<file path="config.mk">
export PLATFORM = sky130hd
export DESIGN_NAME = qte_isqrt
export DESIGN_NICKNAME = d
export VERILOG_FILES = /design/src/qte_pkg.sv /design/src/qte_isqrt.sv
export SDC_FILE = /design/constraint.sdc
export NUM_CORES = 2
export LEC_CHECK = 0
export BUFFER_PORTS_ARGS = -buffer_cell sky130_fd_sc_hd__buf_2
export CORE_AREA = 2 2 567 682
export DETAILED_ROUTE_END_ITERATION = 6
export DIE_AREA = 0 0 569 684
export PLACE_DENSITY_LB_ADDON = 0.05
export REMOVE_ABC_BUFFERS = 1
export SYNTH_ARGS = -nofsm -noshare
export SYNTH_HDL_FRONTEND = slang
export SYNTH_SLANG_ARGS = --single-unit
</file>
<file path="constraint.sdc">
create_clock -name aclk -period 3.45 [get_ports aclk]
set_clock_uncertainty 0.05 [all_clocks]
set_input_delay 0.69 -clock aclk [delete_from_list [all_inputs] [get_ports aclk]]
set_output_delay 0.69 -clock aclk [all_outputs]
set_load 0.02 [all_outputs]
</file>
<file path="src/qte_pkg.sv">
`timescale 1ns / 1ps
// ----------------------------------------------------------------------------
// qte_pkg
// Shared widths, sideband types and the CORDIC arctangent table.
// ----------------------------------------------------------------------------
package qte_pkg;

    localparam int COMP_BITS     = 16;
    localparam int ANGLE_BITS    = 16;
    localparam int CORDIC_STEPS  = 16;

    localparam int PROD_W        = 2 * COMP_BITS;       // one component product
    localparam int SUM_W         = PROD_W + 3;          // scaled sums, signed
    localparam int MAG_W         = PROD_W + 1;          // magnitude of a scaled sum
    localparam int NORM_W        = 31;                  // n2 after range reduction
    localparam int SQ_W          = 2 * NORM_W;          // n*n, a*a
    localparam int ISQRT_W       = SQ_W + 1;
    localparam int ISQRT_STAGES  = SQ_W / 2 + 1;
    localparam int CW            = 34;                  // CORDIC x, y, z width
    localparam int NORM_TOP      = 29;                  // normalized top bit
    localparam int NORM_DROP     = MAG_W - 1 - NORM_TOP;
    localparam int ROUND_SHIFT   = 32 - ANGLE_BITS;

    localparam logic signed [CW-1:0] Z_PI       = CW'(64'sd2147483648);
    localparam logic signed [CW-1:0] Z_HALF_PI  = CW'(64'sd1073741824);

    typedef enum logic [2:0] {
        SPC_NONE,
        SPC_ZERO,
        SPC_POS_HALF,
        SPC_NEG_HALF,
        SPC_PI
    } special_t;

    typedef struct packed {
        logic signed [SUM_W-1:0] nr;
        logic signed [SUM_W-1:0] dr;
        logic signed [SUM_W-1:0] ny;
        logic signed [SUM_W-1:0] dy;
        logic                    neg;
        logic [NORM_W-1:0]       a;
        logic                    zero;
    } side_t;

    // atan(2^-i), pi = 2^31
    function automatic logic [31:0] atan_entry(input logic [4:0] i);
        logic [31:0] v;
        case (i)
            5'd0:  v = 32'd536870912;
            5'd1:  v = 32'd316933406;
            5'd2:  v = 32'd167458907;
            5'd3:  v = 32'd85004756;
            5'd4:  v = 32'd42667331;
            5'd5:  v = 32'd21354465;
            5'd6:  v = 32'd10679838;
            5'd7:  v = 32'd5340245;
            5'd8:  v = 32'd2670163;
            5'd9:  v = 32'd1335087;
            5'd10: v = 32'd667544;
            5'd11: v = 32'd333772;
            5'd12: v = 32'd166886;
            5'd13: v = 32'd83443;
            5'd14: v = 32'd41722;
            5'd15: v = 32'd20861;
            5'd16: v = 32'd10430;
            5'd17: v = 32'd5215;
            5'd18: v = 32'd2608;
            5'd19: v = 32'd1304;
            5'd20: v = 32'd652;
            5'd21: v = 32'd326;
            5'd22: v = 32'd163;
            5'd23: v = 32'd81;
            5'd24: v = 32'd41;
            5'd25: v = 32'd20;
            5'd26: v = 32'd10;
            5'd27: v = 32'd5;
            5'd28: v = 32'd3;
            5'd29: v = 32'd1;
            5'd30: v = 32'd1;
            default: v = 32'd0;
        endcase
        return v;
    endfunction

endpackage

</file>
<file path="src/qte_isqrt.sv">
`timescale 1ns / 1ps
// ----------------------------------------------------------------------------
// qte_isqrt
// Floor integer square root, one result bit per pipeline stage.
// ----------------------------------------------------------------------------
module qte_isqrt
(
    input  logic                         aclk,
    input  logic                         aresetn,
    input  logic                         en,
    input  logic                         in_valid,
    input  logic [qte_pkg::SQ_W-1:0]     in_d,
    output logic                         out_valid,
    output logic [qte_pkg::NORM_W-1:0]   out_root
);
    import qte_pkg::*;

    logic [ISQRT_W-1:0] d_reg [0:ISQRT_STAGES];
    logic [ISQRT_W-1:0] r_reg [0:ISQRT_STAGES];
    logic [ISQRT_STAGES:0] v_reg;

    always_comb begin
        d_reg[0] = ISQRT_W'(in_d);
        r_reg[0] = '0;
        v_reg[0] = in_valid;
    end

    for (genvar k = 0; k < ISQRT_STAGES; k++) begin : g_step
        localparam logic [ISQRT_W-1:0] BIT_K = ISQRT_W'(1) << (SQ_W - 2 * k);
        logic [ISQRT_W-1:0] trial;
        assign trial = r_reg[k] + BIT_K;

        always_ff @(posedge aclk) begin
            if (!aresetn) begin
                v_reg[k+1] <= 1'b0;
            end else if (en) begin
                v_reg[k+1] <= v_reg[k];
            end
        end

        always_ff @(posedge aclk) begin
            if (en) begin
                if (d_reg[k] >= trial) begin
                    d_reg[k+1] <= d_reg[k] - trial;
                    r_reg[k+1] <= (r_reg[k] >> 1) + BIT_K;
                end else begin
                    d_reg[k+1] <= d_reg[k];
                    r_reg[k+1] <= r_reg[k] >> 1;
                end
            end
        end
    end

    assign out_valid = v_reg[ISQRT_STAGES];
    assign out_root  = r_reg[ISQRT_STAGES][NORM_W-1:0];

endmodule

</file>
==> flow_metrics.py <==
metrics = {
    "run_status": {
        "outcome": "finished with violations",
        "failed_checks": "negative setup slack",
    },
    "power_and_ir_drop": {
        "pwr-share-seq_pct": 43.7,
        "power-per-cell-area_mw_per_mm2": 635.8,
        "switching_share_pct": 30.10,
        "p_clk_share_pct": 32.3,
        "ir_drop_mv": 0.4237,
        "p_comb_share_pct": 24.0,
        "power_leakage_nw": 56.19,
        "p_sw_mw": 28.17,
        "finalPower_mw": 93.59,
        "p_int_mw": 65.42,
    },
    "layout": {
        "nets": 11510,
        "largest_reg_flops": 1952,
        "final_cells": 16180,
        "area_growth_pct": 24.42,
        "multi_input_area_mm2": 0.04342,
        "regArea_mm2": 0.07415,
        "drive_gt1_share_pct": 20.86,
        "n_fill_cell": 36660,
        "fin_util_pct": 38.51,
        "final_area_mm2": 0.1472,
    },
    "drt": {
        "wire_per_inst_um": 21.75,
        "via_count": 79290,
        "firstDrtPassIters": 5,
        "drt_iter0_drc": 5243,
        "drtAntennaViolNets": 0,
        "wirelength_mm": 351.8,
        "drt_drc_violations_left": 0,
        "vias_per_cell": 4.902,
    },
    "setup_path": {
        "path_class": "reg2reg",
        "critPathArrivalTime_ns": 4.11,
        "worst_r2r_path_depth": 10,
        "crit_path_start_kind": "flip-flop",
        "required_ns": 4.02,
        "worstPathMaxFanout": 8,
        "worst_setup_path_end_kind": "flip-flop",
    },
    "sta": {
        "fin_crit_sh_pct": 102.6,
        "finalSetupTns_ns": -1.653,
        "setup_violations": 44,
        "grt_setup_unrepaired": "yes",
        "min_period_ns": 3.540,
        "slew_violations": 0,
        "worstMarginPinSlew_ns": 0.9882,
        "hold_violations": 0,
        "fmax_ghz": 0.2825,
        "slew_headroom_pct": 33.51,
        "setup_slack_ns": -0.08990,
    },
    "yosys": {
        "async_flop_share_pct": 0,
        "synth_warnings": 0,
        "syn_area_per_cell_um2": 12.62,
        "yosys.area_share.simple_pct": 12.39,
        "synth_flop_cell": "edfxtp_1",
        "synth_edf_count": 2448,
        "ys_seq_area_share_pct": 62.68,
        "synth_top_family_by_area": "simple AND/OR/NAND/NOR gates",
        "syn_inst": 9372,
        "synth_fa_ha_area_share_pct": 5.552,
        "synth.most_common_cell": "edfxtp_1",
        "synth_cell_types": 97,
        "synth_compound_area_share_pct": 9.211,
        "synth_commonest_cells": "edfxtp_1 (2448), inv_1 (674), nor2_1 (633)",
        "synth_xor_area_share_pct": 6.255,
        "synth.largest_area_cell": "edfxtp_1",
        "muxShareOfSynthArea_pct": 1.137,
        "syn_area_mm2": 0.1183,
        "synth_area_leaders": "edfxtp_1 (62%), ha_1 (5.6%), xnor2_1 (3.7%)",
        "synth_top_area_share_pct": 62.13,
        "ys_seq_elements": 2480,
    },
    "min_path": {
        "holdCritPathClass": "in2reg",
        "min_path_cells": 3,
    },
    "global_routing": {
        "first_global_vias": 81170,
        "grt_max_degree": 126,
        "grt_usage_pct": 17.59,
        "grt_pass1_wl_mm": 518.4,
        "antenna_found_initial": 12,
        "grt.overflow.total": 0,
    },
    "cts": {
        "clockRootBuffer": "clkbuf_16",
        "clock_sinks": 2480,
        "htree_num_levels": 5,
        "cts_tree": "yes",
        "clk_pin_slew_ns": 0.06,
        "cts_buffers": 290,
        "clock_path_buffers": 4,
        "clk-insertion-delay-late_ns": 0.91,
    },
    "job": {
        "drv_cap": 0,
    },
    "floorplanning": {
        "rows": 249,
        "core_region_area_mm2": 0.3823,
        "die_h_um": 684,
        "initial_core_util_pct": 30.95,
        "ios": 98,
        "design.die.area_mm2": 0.3892,
        "die_w_um": 569,
    },
    "place": {
        "gp_congestion": 0.8412,
        "port_buffers": 97,
        "dp.cells": 15490,
        "dp_hpwl_mm": 270.6,
        "postPlaceCellArea_mm2": 0.1339,
    },
}
worst max-delay path, stage by stage, from the launching register on:
cell and delay, ns:
edfxtp_1 0.39, or4_1 0.53, or4_4 0.43, or4_4 0.45
a2111o_1 0.46, nor4_4 0.21, a21o_4 0.22, inv_8 0.07
nand4b_4 0.23, nor4_2 0.07, xor2_1 0.15
area by class of cell:
class,instances,area share [%]
inverters,676,1.731
flip-flops and latches,2480,50.37
well taps,5020,4.267
multi-input cells,6025,29.49
clock buffers,343,5.165
diodes,7,0.01190
repair buffers,1449,7.880
clock inverters,175,1.079
power by group through the flow:
stage                     registers, mW  logic (mW)  clock network, mW
after floorplan                    40.0        12.3                  0
after global placement             41.6        21.4                  0
after detailed placement           41.6        21.4                  0
after CTS                          41.0        22.0               31.3
after global routing               41.3        24.8               32.4
final                              40.9        22.5               30.2
placed cells by master, fill, tap and decap left out, types with 42 or more instances in the layout:
master,netlist,layout
edfxtp_1,2448,2448
buf_4,0,1204
inv_1,674,668
nor2_1,633,603
a21oi_1,610,583
nand2_1,513,503
ha_1,525,494
xnor2_1,495,488
xor2_1,350,348
o21ai_0,369,323
clkbuf_16,0,296
nor4_1,328,273
nor3_1,262,238
a21o_1,217,216
nand4_1,184,184
nand3_1,171,155
nor2b_1,101,101
buf_2,7,97
nand2b_1,92,89
o21a_1,90,89
mux2_2,83,83
or3_1,85,81
clkinv_1,0,63
dlygate4sd3_1,0,62
or4_1,82,61
and3_1,52,47
a31oi_1,55,45
clkbuf_1,163,45
clkinv_2,0,43
o21bai_1,44,42
what timing repair did:
item / in CTS / in global routing
hold buffers: 62 / 0
setup endpoints to repair: 449 / 545
gates resized for setup: 203 / 357
gates cloned: 7 / 1
buffers inserted: 29 / 65
endpoints found under the hold margin: 62 / 0
pin swaps: 67 / 125
kinds of logic (layout without fill, tap and decap cells):
logic type | Yosys count | in the layout
other | 0 | 7
XOR/XNOR | 845 | 845
AND/OR/NAND/NOR | 2788 | 2788
adder cells (fa/ha/maj) | 525 | 525
flip-flops | 2480 | 2480
multiplexers | 123 | 123
buffers and inverters | 867 | 2643
AO/OA/AOI/OAI | 1744 | 1744
per-stage QoR:
step	hold slack, ns	setup slack (ns)
4_1_cts	0.08330	-0.1424
3_3_place_gp	0.3782	-0.9757
5_1_grt	0.1151	-0.1773
3_5_place_dp	0.3762	-0.6926
6_report	0.1342	-0.08990
2_1_floorplan	0.3666	-1.902
metal layers:
layer	global-route usage (%)	up-vias	routed length [um]
li1	-	38390	-
met4	5.708	6	11390
met2	31.19	1386	177600
met3	2.695	515	13710
met1	21.73	38990	149000
met5	0	-	44
final timing paths:
check,startpoint,end,slack [ns]
worst min register to register,r_reg[152],r_reg[88],0.38
worst max-delay path,d_reg[180],d_reg[118],-0.09
worst max register to register,d_reg[180],d_reg[118],-0.09
worst min-delay path,in_valid,v_reg[1],0.13
No activity file was read; power rests on OpenSTA's default activity.
